--- src/sv/aho_pkg.sv ---
// Shared types, constants and helper functions for the additive harmonic oscillator.
`default_nettype none
package aho_pkg;

  localparam int LANE_COUNT = 4;
  localparam int ACC_W      = 40;
  localparam int TOT_W      = 24;
  localparam int CFG_IDX_W  = 8;

  localparam logic [CFG_IDX_W-1:0] CFG_BASE_INC = 8'd0;
  localparam logic [CFG_IDX_W-1:0] CFG_FM_DEPTH = 8'd1;
  localparam logic [CFG_IDX_W-1:0] CFG_LIMITS   = 8'd2;
  localparam logic [CFG_IDX_W-1:0] CFG_CV_MASK  = 8'd3;
  localparam logic [CFG_IDX_W-1:0] CFG_LEVELS_A = 8'd4;
  localparam logic [CFG_IDX_W-1:0] CFG_LEVELS_B = 8'd5;
  localparam logic [CFG_IDX_W-1:0] CFG_LEVELS_C = 8'd6;
  localparam logic [CFG_IDX_W-1:0] CFG_LEVELS_D = 8'd7;

  localparam logic [31:0] Q30_ONE = 32'd1073741824;
  localparam logic [31:0] SIN_A1  = 32'd1686629713;
  localparam logic [31:0] SIN_A3  = 32'd693598668;
  localparam logic [31:0] SIN_A5  = 32'd85569306;
  localparam logic [31:0] SIN_A7  = 32'd5026995;
  localparam logic [31:0] SIN_A9  = 32'd172272;

  typedef struct packed {
    logic signed [ACC_W-1:0] acc;
    logic [TOT_W-1:0]        total;
  } aho_lane_res_t;

  // Q30 value of 2^(2^b / 4096) for fraction bit b.
  function automatic logic [30:0] exp2_bit(input logic [3:0] b);
    logic [30:0] v;
    case (b)
      4'd0:    v = 31'd1073923544;
      4'd1:    v = 31'd1074105294;
      4'd2:    v = 31'd1074468888;
      4'd3:    v = 31'd1075196443;
      4'd4:    v = 31'd1076653033;
      4'd5:    v = 31'd1079572136;
      4'd6:    v = 31'd1085434106;
      4'd7:    v = 31'd1097253708;
      4'd8:    v = 31'd1121280436;
      4'd9:    v = 31'd1170923762;
      4'd10:   v = 31'd1276901417;
      4'd11:   v = 31'd1518500250;
      default: v = 31'd1073741824;
    endcase
    return v;
  endfunction

  // Division by 32767 = 2^15 - 1 through folding of the high part.
  function automatic logic [15:0] div_by_32767(input logic [31:0] y);
    logic [16:0] q0;
    logic [17:0] r;
    logic [16:0] q1;
    logic [15:0] r1;
    q0 = y[31:15];
    r  = {3'b0, y[14:0]} + {1'b0, q0};
    q1 = q0 + {14'b0, r[17:15]};
    r1 = {1'b0, r[14:0]} + {13'b0, r[17:15]};
    if (r1 >= 16'd32767) begin
      q1 = q1 + 17'd1;
    end
    return q1[15:0];
  endfunction

endpackage
`default_nettype wire

--- src/sv/aho_divider.sv ---
// Merge stage: sums the lane results and normalizes by the total level with a bit-serial divider.
`default_nettype none
module aho_divider (
  input  wire logic                   clk,
  input  wire logic                   rst,
  input  wire logic                   start,
  input  wire aho_pkg::aho_lane_res_t lane_res [aho_pkg::LANE_COUNT],
  output logic signed [15:0]          sample,
  output logic                        done
);
  import aho_pkg::*;

  localparam int QBITS = 17;
  localparam int REM_W = TOT_W + QBITS;

  localparam logic [1:0] D_IDLE  = 2'd0;
  localparam logic [1:0] D_SETUP = 2'd1;
  localparam logic [1:0] D_ITER  = 2'd2;
  localparam logic [1:0] D_FIN   = 2'd3;

  logic [1:0]              state;
  logic signed [ACC_W-1:0] acc_s;
  logic [TOT_W-1:0]        tot_s;
  logic [REM_W-1:0]        rem;
  logic [QBITS-1:0]        q;
  logic [4:0]              cnt;
  logic                    neg;

  logic signed [ACC_W-1:0] acc_sum;
  logic [TOT_W-1:0]        tot_sum;
  logic [ACC_W-1:0]        mag;
  logic [REM_W-1:0]        dshift;
  logic                    qbit;
  logic [15:0]             qcap;

  always_comb begin
    acc_sum = '0;
    tot_sum = '0;
    for (int l = 0; l < LANE_COUNT; l++) begin
      acc_sum = acc_sum + lane_res[l].acc;
      tot_sum = tot_sum + lane_res[l].total;
    end
    mag    = acc_s[ACC_W-1] ? ACC_W'(-acc_s) : ACC_W'(acc_s);
    dshift = REM_W'(tot_s) << cnt;
    qbit   = (rem >= dshift);
    qcap   = (q > QBITS'(32767)) ? 16'd32767 : q[15:0];
  end

  always_ff @(posedge clk) begin
    if (rst) begin
      state <= D_IDLE;
      done  <= 1'b0;
    end else begin
      done <= 1'b0;
      unique case (state)
        D_IDLE: begin
          if (start) begin
            acc_s <= acc_sum;
            tot_s <= tot_sum;
            state <= D_SETUP;
          end
        end
        D_SETUP: begin
          if (tot_s == '0) begin
            sample <= '0;
            done   <= 1'b1;
            state  <= D_IDLE;
          end else begin
            rem   <= REM_W'(mag) + REM_W'(tot_s >> 1);
            neg   <= acc_s[ACC_W-1];
            q     <= '0;
            cnt   <= 5'(QBITS - 1);
            state <= D_ITER;
          end
        end
        D_ITER: begin
          if (qbit) begin
            rem <= rem - dshift;
          end
          q <= {q[QBITS-2:0], qbit};
          if (cnt == 5'd0) begin
            state <= D_FIN;
          end
          cnt <= cnt - 5'd1;
        end
        default: begin
          sample <= neg ? -$signed(qcap) : $signed(qcap);
          done   <= 1'b1;
          state  <= D_IDLE;
        end
      endcase
    end
  end
endmodule
`default_nettype wire
--- config.mk ---
export PLATFORM = sky130hd
export DESIGN_NAME = aho_divider
export DESIGN_NICKNAME = d
export VERILOG_FILES = /design/src/sv/aho_pkg.sv /design/src/sv/aho_divider.sv
export SDC_FILE = /design/constraint.sdc
export NUM_CORES = 1
export LEC_CHECK = 0
export BUFFER_PORTS_ARGS = -buffer_cell sky130_fd_sc_hd__buf_2
export CAP_MARGIN = 20
export CORE_ASPECT_RATIO = 2
export CORE_MARGIN = 2
export CORE_UTILIZATION = 54
export CTS_CLUSTER_DIAMETER = 120
export DETAILED_ROUTE_END_ITERATION = 7
export PLACE_DENSITY_LB_ADDON = 0.05
export RECOVER_POWER = 100
export SYNTH_ARGS = -nofsm -noshare
export SYNTH_HDL_FRONTEND = slang
export SYNTH_SLANG_ARGS = --single-unit
--- constraint.sdc ---
create_clock -name clk -period 8.31 [get_ports clk]
set_input_delay 0 -clock clk [delete_from_list [all_inputs] [get_ports clk]]
set_output_delay 0 -clock clk [all_outputs]
set_load 0.05 [all_outputs]
After elaboration in Yosys (flattened, before gate mapping):

Cells that the tools add are included.

* register bits after elaboration: 147
* input port bits: 259
* output and inout bits: 17
* logic and storage cells: 62

* add/sub/neg operators: 11
* magnitude comparators: 2
* equal/unequal tests: 7
* shift-type cells: 1
* multiplexer cells: 18
* bitwise logic cells: 3
* reductions and logical operators: 11

Operator list (number)
* $add A40 B40 Y40: 3
* $mux W41: 2
* $pmux W41 S2: 1
* $add A24 B24 Y24: 3
* $mux W16: 3
* $add A40 B23 Y41: 1
* $ge A41 B41 Y1: 1
* $shl A24 B5 Y41: 1
* $sub A41 B41 Y41: 1
* $mux W40: 1
* $neg A40 Y40: 1
* $pmux W17 S2: 1
* $pmux W16 S2: 1
* $logic_not A24 Y1: 1
* $gt A17 B15 Y1 const B: 1
* $mux W17: 1
* $neg A16 Y16: 1
* $reduce_and A3 Y1: 4
* $ne A2 B2 Y1 const B: 5
* $pmux W5 S2: 1
* $mux W2: 3
* $pmux W2 S3: 1
* $logic_not A5 Y1: 1
* $mux W5: 1
* 11 further kinds: 13

Logic depth before layout (Yosys ltp):

* depth in word-level cells: 5
* gate-level depth with buffers: 21
* mapped depth without buffers: 19

Worst setup path before layout:

OpenSTA, ideal clock, no wires.

* path type: flip-flop to flip-flop
* start: reg state[1]
* end: reg state[0]
* library setup time: 97 ps
* arrival time: 7640 ps
* path slack: 573 ps
* cell stages (with the launch flop): 3
* path buffers: 0
* cell sequence: dfxtp_1 > nor4b_1 > or2_2

* word-level cells in the longest chain between the ends: 3

RTL lines
* start, declared: RTL line aho_divider.sv:21 `logic [1:0] state;`
* start signal, assigned: RTL line aho_divider.sv:51 `state <= D_IDLE;`
* start signal, assigned: RTL line aho_divider.sv:60 `state <= D_SETUP;`
* start signal, assigned: RTL line aho_divider.sv:67 `state <= D_IDLE;`
* $eq A2 B2 Y1 / $logic_not A2 Y1 (equally long branches): RTL line aho_divider.sv:55 `unique case (state)`
* $ne A2 B2 Y1 (no source line)
* $reduce_and A2 Y1 (no source line)

Parallel ways exist; a longest one is shown, timed or not.
A chain may end at the register's enable or synchronous reset.

Worst setup path after layout:

* start: reg acc_s[39]
* end: reg rem[39], data pin

* word-level cells in the longest chain between the ends: 5

RTL lines
* start, declared: RTL line aho_divider.sv:22 `logic signed [ACC_W-1:0] acc_s;`
* start signal, assigned: RTL line aho_divider.sv:58 `acc_s <= acc_sum;`
* $neg A40 Y40: RTL line aho_divider.sv:43 `mag = acc_s[ACC_W-1] ? ACC_W'(-acc_s) : ACC_W'(acc_s);`
* $mux W40 *: RTL line aho_divider.sv:43
* $add A40 B23 Y41 *: RTL line aho_divider.sv:69 `rem <= REM_W'(mag) + REM_W'(tot_s >> 1);`
* $mux W41 *: RTL line aho_divider.sv:64 `if (tot_s == '0) begin`
* $pmux W41 S2 *: RTL line aho_divider.sv:55
* end signal, assigned: RTL line aho_divider.sv:69
* end signal, assigned: RTL line aho_divider.sv:78 `rem <= rem - dshift;`
* end, declared: RTL line aho_divider.sv:24 `logic [REM_W-1:0] rem;`

Every way passes the cells marked *; elsewhere a longest branch is shown, timed or not. The select of a mux whose other input is x is not followed.

==> flow_summary.toml <==
[run_status]
status = "complete, but fails checks"
violations = "capacitance limit, slew limit"

[power_and_ir_drop]
p_leak_nw = 8.602
max-vdd-ir-drop_v = 0.0001452
power_density_nw_per_um2 = 243.4
p_total_mw = 4.852

[sta]
report.final.slew_viol_count = 239
relSlewSlack = -1.286
period_minus_slack_ps = 5747
rsz0062_at_grt = "no"
fin_setup_tns_ps = 0
fin_skew_ps = 11.37
hold_violations = 0
tightest_slew_ps = 3429
min_period_over_period = 0.6916
setup_violations = 0
max_freq_mhz = 174.0

[clock_tree]
cts-htree-levels = 4
cts_resized = 0
clk_latency_ps = 450
post-cts-setup-buffers = 0
numCtsBuffers = 17
cts-root-buf = "clkbuf_16"
cts_tree = "yes"
clock_sinks = 147
clkSlewWorstSetupHoldPaths_ps = 60
clock_path_buffers = 2

[setup_path]
critPathCaptureType = "flop"
timing.rr.start = "acc_s[39]"
required_ps = 8400
reg2reg_to = "rem[39]"
arrival_ps = 5840
start_kind = "flop"
slowest_stage = "clkbuf_1"
reg2reg_slack_ps = 2560
cpPeakStageDelay_ps = 1380
critPathKind = "reg2reg"
reg2regPathDepth = 12
crit_chain = "clkbuf_1, o21ai_0, ha_1, a211oi_1, o211a_1, o31ai_1, a41oi_1, nand4b_1, a31oi_1, nor2b_1, a41oi_1, o21ai_0"
crit_fanout = 45

[routing]
vias_per_cell = 5.756
drtPass1Iterations = 5
num_vias = 15086
wl_um = 47910
drt-initial-drc-count = 619
ant_nets = 0
drc_errors = 0
wl_per_cell_um = 18.28

[logic_synthesis]
ys_warn_count = 0
yosys-top-cells-area = "edfxtp_1, fa_1, ha_1, xnor2_1, a21oi_1"
synthCells = 1931
synth.avg_cell_area_sq_um = 9.090
synth_top_area_cell = "edfxtp_1"
synth_flop_cell = "edfxtp_1"
synth_edf_count = 144
synth_seq_area_share = 0.2498
ys_types = 74
async_reset_ff_frac = 0
syn_nets = 2445
syn-cell-area_sq_um = 17550
synth_top_area_frac = 0.2464
synth_seq_cells = 147

[floorplan]
fp.coreArea_sq_um = 32120
io_pins = 276
start_util = 0.5465
row_count = 93
die_area_sq_um = 34050
die_w_um = 131.5
die_h_um = 259.0

[placement]
gp_congestion = 1.021
dpl.hpwl_um = 39840
place_area_sq_um = 19340
port_buffers = 275

[job]
maxCapViolCount = 5

[grt]
grt_max_degree = 66
gr-total-overflow = 0
track_usage = 0.2856
grt_pass1_wl_um = 77310
antenna_found_initial = 0
grt_pass1_vias = 15557

[final_layout]
regArea_sq_um = 4384
fillers = 2843
drive_above_1_share = 0.1523
final_area_sq_um = 19930
multi_input_area_sq_um = 12260
nets = 2694
area_delta_synth_final_pct = 13.57
utilization = 0.6207

[worst_hold_path]
hold_end = "tot_s[1]"
hp-class = "in2reg"
hp-start = "lane_res[193]"
holdPathStages = 3
-- through the flow --
step / setup WS (ps) / cells / hold WS (ps)
global placement: 2903 / 2584 / 275.9
CTS: 2761 / 2620 / 33.08
detailed placement: 2774 / 2584 / 280.0
global route: 2169 / 2620 / 72.22
finish: 2563 / 2621 / 49.81
floorplan: 572.8 / 1931 / 69.07
-- registers in the layout, indices dropped and copies added, names as in the netlist --
register	flops
rem	41
acc_s	40
tot_s	24
q	17
sample	16
cnt	5
state	2
done	1
neg	1
-- worst max-delay path: cells and delay by family, from the launching register on --
family | cells | cell delay (ps)
AOI/OAI and AO/OA | 8 | 2840
buffers and inverters | 1 | 1380
adders and majority gates | 1 | 460
and+or+nand+nor | 2 | 360
DFF | 1 | 320
-- cell families after synthesis --
kind of cell               after synthesis  synth area share
and+or+nand+nor                        557            0.1565
adders and majority gates              255            0.2357
muxes                                   51           0.03358
xor gates and xnor gates               178           0.08882
buffers and inverters                  240           0.05190
DFF                                    147            0.2498
AOI/OAI and AO/OA                      503            0.1837
-- synthesized netlist by cell type, drive strengths merged, types with 6 or more instances --
master,number
a211oi,17
a21o,57
a21oi,141
a31oi,18
and2,28
and3,17
buf,13
clkbuf,47
edfxtp,144
fa,126
ha,129
inv,180
mux2,13
mux2i,33
nand2,133
nand2b,22
nand3,34
nand4,21
nor2,157
nor2b,20
nor3,39
nor4,24
o211ai,10
o21a,18
o21ai,112
o21bai,23
o22a,10
o31a,6
o31ai,27
o41ai,14
or2,12
or3,23
or4,6
xnor2,109
xor2,69
-- area by class of cell --
class                      count  share of cell area
multi-input combinational   1544              0.6152
clock inverter                13            0.009227
tap                          427             0.02680
inverter                     180             0.03390
clock buffer                  19             0.02172
timing repair buffer         290             0.07307
antenna                        1           0.0001255
sequential                   147              0.2199
-- where the power goes --
part / internal [mW] / switching [mW] / total [mW]
Clock: 0.501 / 0.311 / 0.812
Sequential: 1.06 / 0.0992 / 1.16
Combinational: 1.19 / 1.69 / 2.88
Total: 2.75 / 2.10 / 4.85
-- how the worst max path moves through the flow --
stage | startpoint | endpoint | cells after the start
finish | acc_s[39] | rem[39] | 12
CTS | cnt[2] | rem[9] | 16
detailed placement | cnt[2] | rem[3] | 16
global placement | cnt[2] | rem[3] | 16
floorplan | state[1] | state[0] | 2
global route | acc_s[39] | rem[39] | 12
-- layer usage --
layer  wire [um]  track usage
met5           0            0
met1       16710       0.2855
met2       26230       0.5548
met3        1853      0.02949
met4        3117       0.1833
-- cell usage in the layout, fill, tap and decap left out, types with 6 or more instances in the layout --
cell type  count
inv_1        179
a211oi_1      17
o31ai_1       27
fa_1         126
ha_1         129
and3_1        17
a21oi_1      140
xnor2_1      109
a21o_1        57
nand2_1      132
xor2_1        69
and2_1        13
or2_2          9
o21ai_0      112
edfxtp_1     144
o21a_1        18
a31oi_1       18
o41ai_1       14
o21bai_1      23
buf_2        256
clkbuf_1      26
o31a_1         6
buf_4          6
nor2b_1       20
or3_1         23
nand4_1       21
nand2b_1      21
nor3_1        39
mux2i_1       33
nand3_1       34
and2_0        15
clkbuf_16     17
nor4_1        22
o211ai_1      10
nor2_1       157
mux2_2        13
o22a_1        10
-- timing repair --
| action | 4_1_cts | 5_1_grt |
|---|---|---|
| endpoints found under the hold margin | 7 | 0 |
| hold buffers | 4 | 0 |
| setup endpoints to repair | 0 | 0 |
Power figures use the tool's default switching activity.
