**src/sv/aho_pkg.sv**
```systemverilog
// Shared types, constants and helper functions for the additive harmonic oscillator.
`default_nettype none
package aho_pkg;

  localparam int LANE_COUNT = 4;
  localparam int ACC_W      = 40;
  localparam int TOT_W      = 24;
  localparam int CFG_IDX_W  = 8;

  localparam logic [CFG_IDX_W-1:0] CFG_BASE_INC = 8'd0;
  localparam logic [CFG_IDX_W-1:0] CFG_FM_DEPTH = 8'd1;
  localparam logic [CFG_IDX_W-1:0] CFG_LIMITS   = 8'd2;
  localparam logic [CFG_IDX_W-1:0] CFG_CV_MASK  = 8'd3;
  localparam logic [CFG_IDX_W-1:0] CFG_LEVELS_A = 8'd4;
  localparam logic [CFG_IDX_W-1:0] CFG_LEVELS_B = 8'd5;
  localparam logic [CFG_IDX_W-1:0] CFG_LEVELS_C = 8'd6;
  localparam logic [CFG_IDX_W-1:0] CFG_LEVELS_D = 8'd7;

  localparam logic [31:0] Q30_ONE = 32'd1073741824;
  localparam logic [31:0] SIN_A1  = 32'd1686629713;
  localparam logic [31:0] SIN_A3  = 32'd693598668;
  localparam logic [31:0] SIN_A5  = 32'd85569306;
  localparam logic [31:0] SIN_A7  = 32'd5026995;
  localparam logic [31:0] SIN_A9  = 32'd172272;

  typedef struct packed {
    logic signed [ACC_W-1:0] acc;
    logic [TOT_W-1:0]        total;
  } aho_lane_res_t;

  // Q30 value of 2^(2^b / 4096) for fraction bit b.
  function automatic logic [30:0] exp2_bit(input logic [3:0] b);
    logic [30:0] v;
    case (b)
      4'd0:    v = 31'd1073923544;
      4'd1:    v = 31'd1074105294;
      4'd2:    v = 31'd1074468888;
      4'd3:    v = 31'd1075196443;
      4'd4:    v = 31'd1076653033;
      4'd5:    v = 31'd1079572136;
      4'd6:    v = 31'd1085434106;
      4'd7:    v = 31'd1097253708;
      4'd8:    v = 31'd1121280436;
      4'd9:    v = 31'd1170923762;
      4'd10:   v = 31'd1276901417;
      4'd11:   v = 31'd1518500250;
      default: v = 31'd1073741824;
    endcase
    return v;
  endfunction

  // Division by 32767 = 2^15 - 1 through folding of the high part.
  function automatic logic [15:0] div_by_32767(input logic [31:0] y);
    logic [16:0] q0;
    logic [17:0] r;
    logic [16:0] q1;
    logic [15:0] r1;
    q0 = y[31:15];
    r  = {3'b0, y[14:0]} + {1'b0, q0};
    q1 = q0 + {14'b0, r[17:15]};
    r1 = {1'b0, r[14:0]} + {13'b0, r[17:15]};
    if (r1 >= 16'd32767) begin
      q1 = q1 + 17'd1;
    end
    return q1[15:0];
  endfunction

endpackage
`default_nettype wire

```
**src/sv/aho_lane.sv**
```systemverilog
// One harmonic lane: gain, sine polynomial and weighted sum over its harmonic slots.
`default_nettype none
module aho_lane #(
  parameter int SINE_ADDR_BITS = 10,
  parameter int SLOTS          = 4
) (
  input  wire logic        clk,
  input  wire logic        rst,
  input  wire logic        start,
  input  wire logic [31:0] phase,
  input  wire logic [15:0] level   [SLOTS],
  input  wire logic [15:0] cv      [SLOTS],
  input  wire logic        conn    [SLOTS],
  input  wire logic        hvalid  [SLOTS],
  input  wire logic [4:0]  hnum    [SLOTS],
  output aho_pkg::aho_lane_res_t res,
  output logic             done
);
  import aho_pkg::*;

  localparam int JW = (SLOTS > 1) ? $clog2(SLOTS) : 1;
  localparam int QB = SINE_ADDR_BITS - 2;

  localparam logic [2:0] P_GAIN = 3'd0;
  localparam logic [2:0] P_SQR  = 3'd1;
  localparam logic [2:0] P_H7   = 3'd2;
  localparam logic [2:0] P_H5   = 3'd3;
  localparam logic [2:0] P_H3   = 3'd4;
  localparam logic [2:0] P_H1   = 3'd5;
  localparam logic [2:0] P_SIN  = 3'd6;
  localparam logic [2:0] P_ACC  = 3'd7;

  logic          busy;
  logic [2:0]    step;
  logic [JW-1:0] j;
  logic [30:0]   x;
  logic [30:0]   x2;
  logic [31:0]   p;
  logic [1:0]    quad;
  logic [30:0]   lc;
  logic [15:0]   amp;
  logic [14:0]   smag;

  logic [31:0]           mul_a;
  logic [31:0]           mul_b;
  logic [63:0]           mprod;
  logic [31:0]           hp;
  logic [SINE_ADDR_BITS-1:0] addr;
  logic [30:0]           xpos;
  logic [15:0]           c;
  logic [31:0]           p_new;
  logic [31:0]           sub_c;
  logic [16:0]           s_round;
  logic signed [ACC_W-1:0] term;

  always_comb begin
    hp      = 32'({27'b0, hnum[j]} * phase);
    addr    = hp[31 -: SINE_ADDR_BITS];
    xpos    = 31'(addr[QB-1:0]) << (30 - QB);
    c       = cv[j][15] ? 16'd0 : cv[j];
    mul_a   = '0;
    mul_b   = '0;
    sub_c   = SIN_A1;
    case (step)
      P_GAIN: begin
        mul_a = {16'b0, level[j]};
        mul_b = {16'b0, c};
      end
      P_SQR: begin
        mul_a = {1'b0, x};
        mul_b = {1'b0, x};
      end
      P_H7: begin
        mul_a = {1'b0, x2};
        mul_b = SIN_A9;
        sub_c = SIN_A7;
      end
      P_H5: begin
        mul_a = {1'b0, x2};
        mul_b = p;
        sub_c = SIN_A5;
      end
      P_H3: begin
        mul_a = {1'b0, x2};
        mul_b = p;
        sub_c = SIN_A3;
      end
      P_H1: begin
        mul_a = {1'b0, x2};
        mul_b = p;
        sub_c = SIN_A1;
      end
      P_SIN: begin
        mul_a = {1'b0, x};
        mul_b = p;
      end
      default: begin
        mul_a = {16'b0, amp};
        mul_b = {17'b0, smag};
      end
    endcase
    mprod   = mul_a * mul_b;
    p_new   = sub_c - mprod[61:30];
    s_round = 17'((mprod[61:30] + 32'd16384) >> 15);
    term    = quad[1] ? -$signed(ACC_W'(mprod[30:0])) : $signed(ACC_W'(mprod[30:0]));
  end

  always_ff @(posedge clk) begin
    if (rst) begin
      busy <= 1'b0;
      done <= 1'b0;
      step <= P_GAIN;
      j    <= '0;
    end else begin
      done <= 1'b0;
      if (start) begin
        busy      <= 1'b1;
        step      <= P_GAIN;
        j         <= '0;
        res.acc   <= '0;
        res.total <= '0;
      end else if (busy) begin
        step <= step + 3'd1;
        case (step)
          P_GAIN: begin
            lc   <= mprod[30:0];
            quad <= addr[SINE_ADDR_BITS-1 -: 2];
            x    <= addr[QB] ? (Q30_ONE[30:0] - xpos) : xpos;
          end
          P_SQR: begin
            if (!hvalid[j]) begin
              amp <= '0;
            end else if (conn[j]) begin
              amp <= div_by_32767({1'b0, lc} + 32'd16383);
            end else begin
              amp <= level[j];
            end
            x2 <= mprod[60:30];
          end
          P_H7, P_H5, P_H3, P_H1: begin
            p <= p_new;
          end
          P_SIN: begin
            smag <= (s_round > 17'd32767) ? 15'd32767 : s_round[14:0];
          end
          default: begin
            res.acc   <= res.acc + term;
            res.total <= res.total + TOT_W'(amp);
            if (j == JW'(SLOTS - 1)) begin
              busy <= 1'b0;
              done <= 1'b1;
            end
            j <= j + JW'(1);
          end
        endcase
      end
    end
  end
endmodule
`default_nettype wire

```
**config.mk**
```make
export PLATFORM = sky130hd
export DESIGN_NAME = aho_lane
export DESIGN_NICKNAME = d
export VERILOG_FILES = /design/src/sv/aho_pkg.sv /design/src/sv/aho_lane.sv
export SDC_FILE = /design/constraint.sdc
export NUM_CORES = 2
export LEC_CHECK = 0
export BUFFER_PORTS_ARGS = -buffer_cell sky130_fd_sc_hd__buf_4
export CORE_MARGIN = 3
export CORE_UTILIZATION = 46
export DETAILED_ROUTE_END_ITERATION = 10
export PLACE_DENSITY = 0.72
export SLEW_MARGIN = 5
export SYNTH_ARGS = -nofsm -noshare
export SYNTH_HDL_FRONTEND = slang
export SYNTH_SLANG_ARGS = --single-unit
```
**constraint.sdc**
```tcl
create_clock -name clk -period 16.4 [get_ports clk]
set_input_delay 2.46 -clock clk [delete_from_list [all_inputs] [get_ports clk]]
set_output_delay 2.46 -clock clk [all_outputs]
set_load 0.01 [all_outputs]
```
Word-level counts from Yosys, hierarchy flattened
Index checks and enable logic that the tools add are counted.
W data, S select, Z words.
{ "word_totals": {"out_inout_bits": 65, "elab_cells": 89, "regBits": 229, "inputBits": 191} }
{ "op_classes": {"bitwise_logic": 5, "n_reduce_logical": 14, "n_mul": 2, "muxes": 30, "n_addsub": 13, "magnitude_cmp": 3, "eq_ne": 8} }
{ "ops": {"columns": ["cell", "n"], "rows": [
  ["$pmux W31 S3", 2],
  ["$mux W64", 2],
  ["$pmux W32 S4", 1],
  ["$mux W16", 6],
  ["$bmux W16 S2", 2],
  ["$mul A32 B32 Y62", 1],
  ["$add A40 B40 Y40", 1],
  ["$mux W40", 1],
  ["$neg A31 Y40", 1],
  ["$add A31 B14 Y32 const B", 1],
  ["$add A32 B15 Y32 const B", 1],
  ["$mul A5 B32 Y32", 1],
  ["$sub A32 B32 Y32", 1],
  ["$sub A31 B30 Y31 const A", 1],
  ["$mux W30", 1],
  ["$add A24 B16 Y24", 1],
  ["$add A15 B17 Y18", 1],
  ["$gt A17 B15 Y1 const B", 1],
  ["$add A15 B3 Y16", 1],
  ["$add A16 B1 Y16 const B", 1],
  ["$add A16 B3 Y16", 1],
  ["$ge A16 B15 Y1 const B", 1],
  ["$reduce_and A4 Y1", 4],
  ["$mux W15", 1],
  ["other kinds (22)", 40]
]} }

Longest topological paths before layout
{ "depth": {"word_depth": 12, "ltp_mapped": 48} }

Least setup slack after synthesis
No wires, ideal clock.
{ "synth_path": {"path_type": "input to register", "startpoint": "input level[4] in the netlist's numbering", "endpoint": "register res[62] in the netlist's numbering (data pin)", "arrival_time_ns": 13.471, "path_slack_ns": 2.672, "cell_stages": 41, "setup_ns": 0.257, "cell_sequence": "mux4_2 and2_1 a221oi_1 clkbuf_1 nor2_1 fa_1 fa_1 fa_1 inv_1 fa_1 inv_1 fa_1 inv_1 fa_1 inv_1 fa_1 fa_1 ha_1 (+5 left out) xor2_1 or4_1 or4_1 or3_1 clkbuf_1 o41ai_1 xnor2_1 ha_1 nand2_1 nor3_1 a211o_1 a31oi_1 a31oi_1 o21ai_0 nand2_1 a2111oi_0 nor4_1 nand2b_1"} }
{ "synth_via": {"elab_chain_len": 10} }
{ "synth_rtl": {"columns": ["item", "line", "rtl"], "rows": [
  ["from (decl)", "aho_lane.sv:11", "input wire logic [15:0] level [SLOTS],"],
  ["$bmux W16 S2 (*)", "aho_lane.sv:66", "mul_a = {16'b0, level[j]};"],
  ["$mux W16 (not written as such) (*) (2 in a row)", "aho_lane.sv:66", null],
  ["$pmux W31 S3 (*)", "aho_lane.sv:64", "case (step)"],
  ["$mul A32 B32 Y62 (*)", "aho_lane.sv:102", "mprod = mul_a * mul_b;"],
  ["via mprod[20]", "aho_lane.sv:46", "logic [63:0] mprod;"],
  ["$neg A31 Y40", "aho_lane.sv:105", "term = quad[1] ? -$signed(ACC_W'(mprod[30:0])) : $signed(ACC_W'(mprod[30:0]));"],
  ["$mux W40 (*)", "aho_lane.sv:105", null],
  ["$add A40 B40 Y40 (*)", "aho_lane.sv:147", "res.acc <= res.acc + term;"],
  ["$mux W64 (*)", "aho_lane.sv:124", "case (step)"],
  ["$mux W64 (*)", "aho_lane.sv:122", "end else if (busy) begin"],
  ["to (decl)", "aho_lane.sv:16", "output aho_pkg::aho_lane_res_t res,"]
]} }
Mark *: on every way through the listed nets, which the timed path passes. The rest lies on a longest branch. The select of a mux whose other input is x is not followed.
A chain may end at the register's enable or synchronous reset.

Worst setup path after layout
{ "layout_path": {"startpoint": "input cv[15] in the netlist's numbering", "endpoint": "register res[62] in the netlist's numbering (data pin)"} }
{ "layout_via": {"elab_chain_len": 11} }
{ "layout_rtl": {"columns": ["item", "line", "rtl"], "rows": [
  ["from (decl)", "aho_lane.sv:12", "input wire logic [15:0] cv [SLOTS],"],
  ["$bmux W16 S2 (*)", "aho_lane.sv:60", "c = cv[j][15] ? 16'd0 : cv[j];"],
  ["$mux W16 (not written as such) (*) (2 in a row)", "aho_lane.sv:60", null],
  ["$mux W15 (*)", "aho_lane.sv:60", null],
  ["$pmux W32 S4 (*)", "aho_lane.sv:64", null],
  ["$mul A32 B32 Y62 (*)", "aho_lane.sv:102", null],
  ["via mprod[20]", "aho_lane.sv:46", null],
  ["$neg A31 Y40", "aho_lane.sv:105", null],
  ["$mux W40 (*)", "aho_lane.sv:105", null],
  ["$add A40 B40 Y40 (*)", "aho_lane.sv:147", null],
  ["$mux W64 (*)", "aho_lane.sv:124", null],
  ["$mux W64 (*)", "aho_lane.sv:122", null]
]} }
Marked as above.

==> flow_summary.ini <==
[status]
status = finished, final reports clean

[cts]
cts-root-buf = clkbuf_16
cts_num_sinks = 206
htreeDepth = 1
clk_pin_slew_ps = 60
postCtsResizedCells = 0
cts_tree = done
cts_inserted_buffers = 24
cts_setup_buffers = 0
cts.path.max_buffers = 3
clkLatencyLatePin_ps = 560
holdBufCountCts = 0

[critical_path]
r2r_cells = 42
required_ps = 16700
rr_endpoint = res[62]$_SDFFCE_PP0P_
startpoint_type = input port
cpPeakStageDelay_ps = 620
crit_arrival_ps = 15040
ff2ff_setup_slack_ps = 2440
crit_fanout = 13
reg2reg_from = step[0]$_SDFFE_PN0P_
path_class = input port to flip-flop
path_common_cell = fa_1
endpoint_kind = flip-flop
cp_slowest_cell = or4_1

[final_layout]
area_delta_synth_final_pct = 8.75
fin_nets = 7350
drive_above_1_share_pct = 8.70
seqCellArea_sq_um = 6120
final_cell_mix = fa_1 (953), inv_1 (938), nand2_1 (893)
fillers = 10100
final_common_cell = fa_1
stdcell_area_sq_um = 55500
multi_input_area_sq_um = 40500

[sta]
hold_viol_final = 0
worst_pin_slew_ps = 1310
slew_headroom_pct = 12.4
final-max-slew-violation-count = 0
layout_setup_ws_ps = 1650
period_share_pct = 89.9
rsz0062_at_grt = false
worst_clock_skew_ps = 13.1
min_period_ps = 14750
tns_ps = 0
fmax_mhz = 67.8
setup_viol = 0

[synthesis]
syn_area_sq_um = 51000
synth_cells = 5679
synth_edf_count = 199
synth_nets = 7220
async_flop_share_pct = 0
synth_cell_types = 93
ys_seq_area_share_pct = 12.0
syn_area_per_cell_sq_um = 8.98
ys_seq_elements = 206
synth_ff_type = edfxtp_1
synth_warnings = 0

[global_routing]
grt_pass1_vias = 43700
grt_max_degree = 70
antenna_found_initial = 4
grt_use_total_pct = 29.9
grt_pass1_wl_microns = 264000
grt_overflow = 0

[placement]
port_buffers = 255
hpwlAfterDp_microns = 141000
placed_area_sq_um = 54700
place_congestion = 1.01
dp_slack_ps = 1380

[power]
powerDensity_nw_per_um2 = 208
peakVddDrop_uv = 628
p_leak_nw = 25.5

[die]
die-height_microns = 339
dieArea_sq_um = 115000
initial_core_util_pct = 46.6
rows = 121
core_area_sq_um = 109000
boundaryPins = 256
die_w_microns = 339

[min_path]
min_path_type = flip-flop to flip-flop
hold_depth = 2
hp-start = step[1]$_SDFFE_PN0P_
hold_end = step[1]$_SDFFE_PN0P_

[routing]
wirelength_microns = 172000
wl_per_cell_microns = 23.5
drc = 0
ant_nets = 0
firstDrtPassIters = 8
drt_iter0_drc = 3994
viasPerCell = 5.79
num_vias = 42300

[run]
max_cap_violations = 0
[worst max path at each step]
| stage | end | start |
|---|---|---|
| 6_report | res[62]$_SDFFCE_PP0P_ | cv[15] |
| 3_5_place_dp | res[62]$_SDFFCE_PP0P_ | cv[15] |
| 3_3_place_gp | res[62]$_SDFFCE_PP0P_ | cv[15] |
| 2_1_floorplan | res[62]$_SDFFCE_PP0P_ | level[4] |
| 5_1_grt | res[62]$_SDFFCE_PP0P_ | cv[15] |
| 4_1_cts | res[62]$_SDFFCE_PP0P_ | cv[15] |
[registers in the layout (all words and copies together) (netlist names), 2 cells and up]
register / cells
amp: 16
j: 2
lc: 31
p: 32
res: 64
smag: 15
step: 3
x: 9
x2: 31
[logic make-up after synthesis]
| group | share of synthesized area [%] |
|---|---|
| and+or+nand+nor | 16.4 |
| DFF | 12.0 |
| muxes | 1.84 |
| buffers and inverters | 8.91 |
| adders and majority gates | 47.1 |
| xor gates and xnor gates | 4.36 |
| AOI/OAI and AO/OA | 9.35 |
[layer usage]
metal  routed length [microns]  track usage, %  vias to the layer above
li1                          -               -                    18300
met1                     66500            39.5                    21200
met2                     75900            46.3                     2274
met3                     21300            9.34                      456
met4                      8130            11.4                        8
met5                        50               0                        -
[stage by stage]
stage               hold WS (ps)  cells  total power [mW]  util (%)
floorplan                    534   5679              8.14         -
finish                       592   7303              11.6      50.7
global placement             557   7259              10.7      50.0
CTS                          594   7302              11.4      50.7
detailed placement           586   7259              10.7      50.0
global route                 640   7302              12.5      50.7
[cell type report]
class | count | share of cell area, %
diodes | 1 | 0.00451
multi-input cells | 4269 | 72.9
inverters | 939 | 6.35
well taps | 1476 | 3.33
repair buffers | 369 | 4.99
clock buffers | 29 | 1.12
clock inverters | 14 | 0.228
flip-flops and latches | 206 | 11.0
[critical path: cells and delay by family]
family	cells	cell delay [ps]
buffers and inverters	6	420
multiplexers	1	610
XOR/XNOR	2	360
AND/OR/NAND/NOR	11	3110
AO/OA/AOI/OAI	11	3450
adder cells (fa/ha/maj)	10	4610
[synth_stat cells, types with 29 or more instances]
cell type    n  share of area, %
a21o_1      74               1.1
a21oi_1    175               1.7
a22oi_1     33              0.49
and2_1     124               1.5
clkbuf_1   233               1.7
edfxtp_1   199                12
fa_1       953                37
ha_1       397               9.7
inv_1      938               6.9
mux4_2      29               1.3
nand2_1    893               6.6
nand2b_1    39              0.48
nand3_1     63              0.62
nand4_1     33              0.40
nor2_1     523               3.8
nor2b_1     36              0.44
nor3_1      50              0.49
o21a_1      36              0.53
o21ai_0    119               1.2
xnor2_1    168               2.9
xor2_1      86               1.5
[report_power, final]
| part | leakage, nW | internal (mW) | switching (mW) | total [mW] |
|---|---|---|---|---|
| clock network | 0.356 | 0.288 | 0.233 | 0.521 |
| logic | 23.3 | 3.85 | 6.13 | 9.97 |
| registers | 1.90 | 0.967 | 0.0912 | 1.06 |
| total | 25.5 | 5.10 | 6.45 | 11.6 |
Note: power is estimated with default switching activity, not from simulation.
